### src/hdl/dds_pkg.sv
// Shared types, codes and arithmetic helpers for the straight-drive controller.
`default_nettype none

package dds_pkg;

    localparam int IN_DATA_W  = 72;
    localparam int OUT_DATA_W = 56;
    localparam int CFG_IDX_W  = 3;
    localparam int CFG_DATA_W = 16;

    localparam logic [CFG_IDX_W-1:0] CFG_PROP_GAIN      = 3'd0;
    localparam logic [CFG_IDX_W-1:0] CFG_DERIV_GAIN     = 3'd1;
    localparam logic [CFG_IDX_W-1:0] CFG_WHEEL_RATIO    = 3'd2;
    localparam logic [CFG_IDX_W-1:0] CFG_RAMP_STEP      = 3'd3;
    localparam logic [CFG_IDX_W-1:0] CFG_DISTANCE_SCALE = 3'd4;

    localparam logic [15:0] PROP_GAIN_RST      = 16'd256;
    localparam logic [15:0] DERIV_GAIN_RST     = 16'd0;
    localparam logic [15:0] WHEEL_RATIO_RST    = 16'd16384;
    localparam logic [14:0] RAMP_STEP_RST      = 15'd256;
    localparam logic [15:0] DISTANCE_SCALE_RST = 16'd500;

    localparam logic signed [7:0]  DUTY_MAX  = 8'sd100;
    localparam logic signed [7:0]  DUTY_MIN  = -8'sd100;
    localparam logic signed [59:0] DUTY_LIM  = 60'sd419430400;
    localparam logic signed [65:0] PROD_LIM  = 66'sd72057594037927936;
    localparam logic signed [49:0] ERR_MAX   = 50'sd140737488355327;
    localparam logic signed [49:0] ERR_MIN   = -50'sd140737488355328;
    localparam logic signed [49:0] DIST_MAX  = 50'sd2147483647;
    localparam logic signed [49:0] DIST_MIN  = -50'sd2147483648;

    typedef enum logic [1:0] {
        ACT_TICK = 2'd0,
        ACT_GO   = 2'd1,
        ACT_STOP = 2'd2
    } action_t;

    typedef enum logic [1:0] {
        MUL_ERR,
        MUL_P,
        MUL_D,
        MUL_DIST
    } mul_sel_t;

    typedef enum logic [3:0] {
        ST_IDLE,
        ST_MUL_ERR,
        ST_ERR,
        ST_MUL_P,
        ST_MUL_D,
        ST_MUL_DIST,
        ST_DUTY,
        ST_CMD,
        ST_DONE
    } state_t;

    typedef struct packed {
        logic     load_in;
        logic     mul_en;
        mul_sel_t mul_sel;
        logic     mean_en;
        logic     err_en;
        logic     diff_en;
        logic     p_en;
        logic     pd_en;
        logic     tick_en;
        logic     cmd_en;
        logic     load_out;
    } ctl_cmd_t;

    typedef struct packed {
        logic tick_run;
        logic out_free;
    } ctl_sts_t;

    function automatic logic signed [57:0] clamp_prod(input logic signed [65:0] v);
        logic signed [65:0] c;
        c = v;
        if (v > PROD_LIM)
            c = PROD_LIM;
        else if (v < -PROD_LIM)
            c = -PROD_LIM;
        return c[57:0];
    endfunction

    function automatic logic signed [7:0] duty_out(input logic signed [59:0] v);
        logic signed [59:0] c;
        logic signed [7:0]  q;
        c = v;
        if (v > DUTY_LIM)
            c = DUTY_LIM;
        else if (v < -DUTY_LIM)
            c = -DUTY_LIM;
        q = c[29:22];
        if (c[59] && (c[21:0] != 22'd0))
            q = q + 8'sd1;
        return q;
    endfunction

endpackage

`default_nettype wire

### src/hdl/dds_ctrl.sv
// Sequencing state machine for the straight-drive controller.
`default_nettype none

module dds_ctrl (
    input  wire logic              clk,
    input  wire logic              rst_n,
    input  wire logic              s_tvalid,
    output logic                   s_tready,
    input  wire dds_pkg::ctl_sts_t sts,
    output dds_pkg::ctl_cmd_t      cmd
);

    dds_pkg::state_t state_reg;
    dds_pkg::state_t state_next;

    always_ff @(posedge clk or negedge rst_n)
    begin
        if (!rst_n)
        begin
            state_reg <= dds_pkg::ST_IDLE;
        end
        else
        begin
            state_reg <= state_next;
        end
    end

    always_comb
    begin
        state_next = state_reg;
        case (state_reg)
            dds_pkg::ST_IDLE:
            begin
                if (s_tvalid)
                begin
                    state_next = sts.tick_run ? dds_pkg::ST_MUL_ERR : dds_pkg::ST_CMD;
                end
            end
            dds_pkg::ST_MUL_ERR:  state_next = dds_pkg::ST_ERR;
            dds_pkg::ST_ERR:      state_next = dds_pkg::ST_MUL_P;
            dds_pkg::ST_MUL_P:    state_next = dds_pkg::ST_MUL_D;
            dds_pkg::ST_MUL_D:    state_next = dds_pkg::ST_MUL_DIST;
            dds_pkg::ST_MUL_DIST: state_next = dds_pkg::ST_DUTY;
            dds_pkg::ST_DUTY:     state_next = dds_pkg::ST_DONE;
            dds_pkg::ST_CMD:      state_next = dds_pkg::ST_DONE;
            dds_pkg::ST_DONE:
            begin
                if (sts.out_free)
                begin
                    state_next = dds_pkg::ST_IDLE;
                end
            end
            default:              state_next = dds_pkg::ST_IDLE;
        endcase
    end

    always_comb
    begin
        cmd      = '0;
        s_tready = 1'b0;
        case (state_reg)
            dds_pkg::ST_IDLE:
            begin
                s_tready    = 1'b1;
                cmd.load_in = s_tvalid;
            end
            dds_pkg::ST_MUL_ERR:
            begin
                cmd.mul_en  = 1'b1;
                cmd.mul_sel = dds_pkg::MUL_ERR;
                cmd.mean_en = 1'b1;
            end
            dds_pkg::ST_ERR:
            begin
                cmd.err_en = 1'b1;
            end
            dds_pkg::ST_MUL_P:
            begin
                cmd.mul_en  = 1'b1;
                cmd.mul_sel = dds_pkg::MUL_P;
                cmd.diff_en = 1'b1;
            end
            dds_pkg::ST_MUL_D:
            begin
                cmd.mul_en  = 1'b1;
                cmd.mul_sel = dds_pkg::MUL_D;
                cmd.p_en    = 1'b1;
            end
            dds_pkg::ST_MUL_DIST:
            begin
                cmd.mul_en  = 1'b1;
                cmd.mul_sel = dds_pkg::MUL_DIST;
                cmd.pd_en   = 1'b1;
            end
            dds_pkg::ST_DUTY:
            begin
                cmd.tick_en = 1'b1;
            end
            dds_pkg::ST_CMD:
            begin
                cmd.cmd_en = 1'b1;
            end
            dds_pkg::ST_DONE:
            begin
                cmd.load_out = sts.out_free;
            end
            default:
            begin
                cmd = '0;
            end
        endcase
    end

endmodule

`default_nettype wire

### config.mk
export PLATFORM = sky130hd
export DESIGN_NAME = dds_ctrl
export DESIGN_NICKNAME = d
export VERILOG_FILES = /design/src/hdl/dds_pkg.sv /design/src/hdl/dds_ctrl.sv
export SDC_FILE = /design/constraint.sdc
export NUM_CORES = 1
export LEC_CHECK = 0
export ABC_AREA = 1
export BUFFER_PORTS_ARGS = -buffer_cell sky130_fd_sc_hd__buf_2
export CAP_MARGIN = 0
export CORE_AREA = 3 3 40 42
export DETAILED_ROUTE_END_ITERATION = 10
export DIE_AREA = 0 0 43 45
export HOLD_SLACK_MARGIN = 0.08
export PLACE_DENSITY = 0.5
export SYNTH_ARGS = -nofsm -noshare
export SYNTH_HDL_FRONTEND = slang
export SYNTH_SLANG_ARGS = --single-unit
export TNS_END_PERCENT = 10
### constraint.sdc
create_clock -name clk -period 1.2 [get_ports clk]
set_input_delay 0.12 -clock clk [delete_from_list [all_inputs] [get_ports clk]]
set_output_delay 0.12 -clock clk [all_outputs]
set_load 0.005 [all_outputs]
# Word level (Yosys, flattened, before mapping)
# Index checks and enable logic that the tools add are counted.
[word_totals]
regBits = 4
latchBits = 0
ramBits = 0
mem_bits_ro = 0
inputBits = 5
output_inout_bits = 13
word_cells = 29
memories = 0
[classes]
add_sub_neg = 0
n_mul = 0
n_div = 0
order_cmp = 0
n_eq_ne = 10
shifts = 0
mux = 15
n_bitwise = 0
n_reduce_logical = 3
[ops]
columns = ["operator", "n"]
rows = [
  ["$pmux W4 S8", 1],
  ["$eq A4 B3 Y1 const B", 4],
  ["$pmux W3 S4", 1],
  ["$mux W1", 10],
  ["$eq A4 B2 Y1 const B", 2],
  ["$mux W4", 2],
  ["$eq A4 B1 Y1 const B", 1],
  ["$eq A4 B4 Y1 const B", 1],
  ["$logic_not A4 Y1", 1],
  ["$ne A2 B2 Y1 const B", 2],
  ["$mux W3", 1],
  ["$reduce_and A2 Y1", 1],
  ["$reduce_or A2 Y1", 1],
]

# Logic depth before layout (Yosys ltp)
# Gate-level depths: netlist of run 1.
[depth]
depth_word = 3
mapped_depth = 7
mapped_depth_nobuf = 7

# Worst setup path after synthesis of run 1
# OpenSTA, ideal clock, no wires.
[synth_timing]
path_kind = "reg2reg"
from = "register state_reg[1]"
to = "register state_reg[0]"
setup_ps = 120
arrival_ps = 866
t_required_ps = 1080
setup_slack_ps = 214
stages_incl_launch_ff = 5
path_buffers = 0
synth_period_minus_slack_ps = 986
cell_sequence = "dfrtp_1 > nor2_2 > nand3_1 > nand2_1 > nor2_1"
[synth_via]
elab_chain_cells = 3
word_cells_on_any_way = 14
cone_classes = "eq/ne (10); mux (1); reduce/logical (3)"
[synth_rtl]
columns = ["item", "line", "rtl"]
rows = [
  ["start: declaration", "dds_ctrl.sv:13", "dds_pkg::state_t state_reg;"],
  ["start signal: assignment", "dds_ctrl.sv:20", "state_reg <= dds_pkg::ST_IDLE;"],
  ["start signal: assignment", "dds_ctrl.sv:24", "state_reg <= state_next;"],
  ["$eq A4 B3 Y1, or another cell as far along", "dds_ctrl.sv:31", "case (state_reg)"],
  ["$reduce_or A2 Y1 (no line) or $ne A2 B2 Y1 (tied branches)", "--", ""],
  ["$pmux W4 S8 or $reduce_and A2 Y1 (tied branches)", "--", ""],
]
# Several ways; a longest one is shown, not always the timed one.
# A chain may end at the register's enable or synchronous reset.

==> results.cfg, run 1 <==
[pwr]
ir_worst_vdd_uv = 1081
power.leakage_nw = 0.3160
p_per_area_nw_per_um2 = 2703

[clock_network]
clock_latency_ns = 0.24
cts_tree = yes
root_buffer = clkbuf_4
h-tree-depth = 1
cts.sinks = 4
path_clk_slew_ns = 0.04
cts.path.max_buffers = 2
cts_made_buffers = 3

[timing]
skew_ns = 0.0008784
maxSlewViolCount = 0
period_share_pct = 107.4
finalCriticalPeriod_ns = 1.289
max_freq_ghz = 0.7759
rsz0062_at_grt = true
worst_slack_ns = -0.08879
finalSetupViolCount = 10
worstMarginPinSlew_ns = 0.1719
finalHoldViolCount = 0
slew_headroom_pct = 88.51

[layout]
largest_reg_flops = 4
fin_nets = 82
antenna_cells = 0
layout-drive-gt1-share_pct = 50.67
areaGrowthSynthToFinish_pct = 60.91
finalInstanceArea_sq_um = 489.2
final_common_cell = buf_2
final_cell_mix = buf_2 (17), nor2_1 (12), inv_1 (8)
final_cell_count_no_fill = 90

[worst_setup_path]
cp-start-kind = register
cp.required_ns = 1.08
crit_chain = nor2_4 > inv_1 > o22ai_1 > buf_2
cp_slowest_cell = dfrtp_2
critPathMaxFanout = 6
arrival_ns = 1.17
path_buf_inv = 2
cpPeakStageDelay_ns = 0.42
crit_family = flip-flops
critPathKind = reg -> out
end_kind = primary output

[logic_synthesis]
syn_area_per_cell_sq_um = 5.962
yosys_warnings = 0
netlist_instances = 51
synth_area_sq_um = 304.0
yosysSeqAreaShare_pct = 32.92
syn-num-nets = 56
yosysUniqueCellTypes = 12
ys_seq_elements = 4

[place]
numPlacedInstances = 83
place_congestion = 0.8329
post_dp_cell_area_sq_um = 407.9
port_buffers = 17
dp_hpwl_microns = 658.2

[status]
violations = negative setup slack
status = finished, violations left

[job]
cap_viol_max_count = 0

[drt]
drcViolationCount = 0
drt_iter0_markers = 0
vias = 373
dr.pass1.iters = 1
ant_nets = 0
routedWlPerCell_microns = 9.633
routed_wl_microns = 867
vias_per_cell = 4.144

[die]
num_rows = 13
die_h_microns = 45
num_io_pins = 18
start_util_pct = 23.66
core_sq_um = 1285
fp.dieW_microns = 43
dieArea_sq_um = 1935

[global_routing]
antenna_found_initial = 0
grt_max_degree = 8
track_usage_pct = 10.19
grt_pass1_wl_microns = 1428
grt_pass1_vias = 343
overflow = 0

[hold_path]
hold_class = in -> reg
-- worst paths after layout --
kind,from,endpoint,slack (ns),cells after the start
min in group asynchronous,rst_n,state_reg[3],0.22,2
max,state_reg[2],cmd[10],-0.09,4
max in group asynchronous,rst_n,state_reg[0],0.84,2
max reg2reg,state_reg[2],state_reg[2],0.12,7
min reg2reg,state_reg[3],state_reg[1],0.65,3
min,sts[1],state_reg[1],0.20,4
-- cells in the mapped netlist --
cell / instances / area [sq um]
clkinv_1: 1 / 3.750
dfrtp_1: 4 / 100.1
nand2_2: 2 / 12.51
nand3_1: 4 / 20.02
nor2_2: 5 / 31.28
inv_1: 8 / 30.03
o21ai_0: 1 / 5.000
nor2_1: 12 / 45.04
o22ai_1: 1 / 6.260
o21ai_1: 1 / 5.000
nand2_1: 10 / 37.54
inv_2: 2 / 7.510
-- kinds of logic (layout without fill, tap and decap cells) --
family,Yosys count,count (layout),share of synthesized area (%)
AND/OR/NAND/NOR,33,33,48.15
buffers and inverters,11,35,13.58
flip-flops,4,4,32.92
AO/OA/AOI/OAI,3,3,5.348
-- metal layers --
metal	global-route usage (%)	up-vias	share of wire, %
met5	0	-	0
met4	10.84	0	1.2
met3	1.195	2	5.8
met2	16.17	10	51
met1	11.44	162	42
li1	-	199	-
-- cell type report --
type | instances | area [sq um]
Timing Repair Buffer | 21 | 117.6
Clock buffer | 3 | 22.52
Multi-Input combinational cell | 36 | 185.2
Sequential cell | 4 | 103.9
Fill cell | 141 | 795.8
Tap cell | 15 | 18.77
Inverter | 11 | 41.29
-- report_power, final --
group	switching, mW	internal (mW)
logic	0.478	0.363
clock network	0.0607	0.112
registers	0.100	0.208
total	0.639	0.683
-- worst min-delay path: stages --
cell,delay [ns]
buf_2,0.08
nor2_2,0.04
nor2_1,0.12
nor2_2,0.04
-- metrics by stage --
step                power (mW)  TNS (ns)  utilization (%)  hold slack, ns  setup slack (ns)
floorplan               0.7533         0                -         -0.1756            0.2143
global placement         1.015         0            31.74        -0.06694           0.09406
detailed placement       1.014         0            31.74        -0.06580            0.1010
CTS                      1.306   -0.5481            37.10          0.1952          -0.07366
global route             1.474    -1.557            38.07          0.2114           -0.1695
finish                   1.322   -0.4612            38.07          0.2023          -0.08879
-- timing repair --
action,4_1_cts,5_1_grt
setup buffers,2,1
resized for setup,7,2
endpoints found under the setup margin,12,13
pin swaps,3,3
endpoints found under the hold margin,4,0
hold buffers,1,0
Note: power is estimated with default switching activity, not from simulation.
==> inputs of run 2 (changes only) <==
--- a/config.mk
+++ b/config.mk
@@ -7,5 +7,5 @@
 export LEC_CHECK = 0
 export ABC_AREA = 1
-export BUFFER_PORTS_ARGS = -buffer_cell sky130_fd_sc_hd__buf_2
+export BUFFER_PORTS_ARGS = -buffer_cell sky130_fd_sc_hd__buf_4
 export CAP_MARGIN = 0
 export CORE_AREA = 3 3 40 42
==> constraint.sdc (replaced) <==
create_clock -name clk -period 1.2 [get_ports clk]
set_input_delay 0.06 -clock clk [delete_from_list [all_inputs] [get_ports clk]]
set_output_delay 0.06 -clock clk [all_outputs]
set_load 0.005 [all_outputs]
==> run 2 against run 1 <==
The run still ends with negative setup slack left. Register-to-register slack worse by 0.04 ns. Clock-buffer cell count unchanged. Critical path depth increased by 2. Worst setup slack better by 0.076 ns. Non-clock buffer count rose by 2. Critical endpoint is now cmd[4]. Design area is 16% higher.
==> results.cfg, run 2 (synthesized netlist as in run 1, its figures left out) <==
[global_routing]
grt_pass1_vias = 371
antenna_found_initial = 0
overflow = 0
grt_pass1_wl_microns = 1393
track_usage_pct = 9.349
grt_max_degree = 7

[layout]
final_common_cell = buf_4
fillers = 150
fin_util_pct = 44.11
layout-drive-gt1-share_pct = 58.44
antenna_cells = 0
largest_reg_flops = 4
final_cell_mix = buf_4 (20), nor2_1 (11), nand2_1 (7)
fin_nets = 84
areaGrowthSynthToFinish_pct = 86.42

[worst_setup_path]
end_kind = primary output
critPathMaxFanout = 6
cp.required_ns = 1.14
cp-start-kind = register
critPathKind = reg -> out
arrival_ns = 1.15

[drt]
vias = 390
drcViolationCount = 0
routed_wl_microns = 867
routedWlPerCell_microns = 9.424
vias_per_cell = 4.239
ant_nets = 0
dr.pass1.iters = 4
drt_iter0_markers = 5

[timing]
rsz0062_at_grt = true
finalCriticalPeriod_ns = 1.212
maxSlewViolCount = 0
finalHoldViolCount = 0
slew_headroom_pct = 85.93
max_freq_ghz = 0.8248
finalSetupViolCount = 3
worstMarginPinSlew_ns = 0.2089
skew_ns = 0.004182
period_share_pct = 101.0
worst_slack_ns = -0.01248

[clock_network]
cts_tree = yes
cts.sinks = 4
clock_latency_ns = 0.23
cts_made_buffers = 3
root_buffer = clkbuf_4
path_clk_slew_ns = 0.04
h-tree-depth = 1
cts.path.max_buffers = 2

[pwr]
p_per_area_nw_per_um2 = 2741
ir_worst_vdd_uv = 1297
power.leakage_nw = 0.3318

[die]
dieArea_sq_um = 1935
start_util_pct = 23.66
die_h_microns = 45
core_sq_um = 1285
num_io_pins = 18
num_rows = 13
fp.dieW_microns = 43

[status]
status = finished, violations left
violations = negative setup slack

[place]
dp_hpwl_microns = 658
port_buffers = 17
place_congestion = 0.7899
place_ws_ns = 0.09620

[hold_path]
hold_class = in -> reg

[job]
cap_viol_max_count = 0
[run 2: report_power, final]
| part | total, mW | leakage (nW) | internal, mW | switching (mW) |
|---|---|---|---|---|
| Sequential | 0.316 | 0.0474 | 0.208 | 0.108 |
| Combinational | 1.07 | 0.271 | 0.537 | 0.534 |
| Clock | 0.166 | 0.0138 | 0.112 | 0.0544 |
[run 2: stage by stage]
stage                     setup TNS [ns]  instance area [sq um]  total power, mW  hold WS [ns]  instances
after floorplan                        0                  304.0           0.7533       -0.2356         51
after global placement                 0                  450.4            1.126       -0.1407         83
after detailed placement               0                  450.4            1.121       -0.1404         83
after CTS                       -0.02927                  516.7            1.419        0.1206         89
after global routing             -0.6321                  566.8            1.710        0.1680         92
final                           -0.02005                  566.8            1.554        0.1300         92
[run 2: path summary, 6_finish.rpt]
| kind | from | endpoint | slack (ns) | cells after the start |
|---|---|---|---|---|
| min in group asynchronous | rst_n | state_reg[0] | 0.16 | 2 |
| max in group asynchronous | rst_n | state_reg[1] | 0.92 | 2 |
| worst min register to register | state_reg[1] | state_reg[3] | 0.62 | 2 |
| worst min-delay path | sts[1] | state_reg[2] | 0.13 | 4 |
| worst max-delay path | state_reg[3] | cmd[4] | -0.01 | 6 |
| worst max register to register | state_reg[2] | state_reg[0] | 0.08 | 5 |
[run 2: metal layers]
layer,vias up,global-route usage [%],wire length [microns]
met5,-,0,0
met4,0,5.422,0
met3,0,1.594,65
met2,10,16.17,444
met1,175,10.92,357
li1,205,-,-
[run 2: area by class of cell]
class | count | area [sq um] | area share, %
Multi-Input combinational cell | 36 | 197.7 | 34.88
Timing Repair Buffer | 23 | 182.7 | 32.23
Sequential cell | 4 | 103.9 | 18.32
Inverter | 11 | 41.29 | 7.285
Clock buffer | 3 | 22.52 | 3.974
Tap cell | 15 | 18.77 | 3.311
[run 2: what timing repair did]
action / in CTS / in global routing
endpoints found under the hold margin: 4 / 0
hold buffers: 1 / 0
buffers inserted: 2 / 3
gates resized for setup: 6 / 10
pin swaps: 1 / 5
setup endpoints to repair: 10 / 12
[run 2: worst max-delay path: stages, from the launching register on]
cell	delay, ns
dfrtp_1	0.40
inv_2	0.10
nand2_4	0.08
inv_2	0.07
nand2_1	0.06
nor2_1	0.09
buf_4	0.11
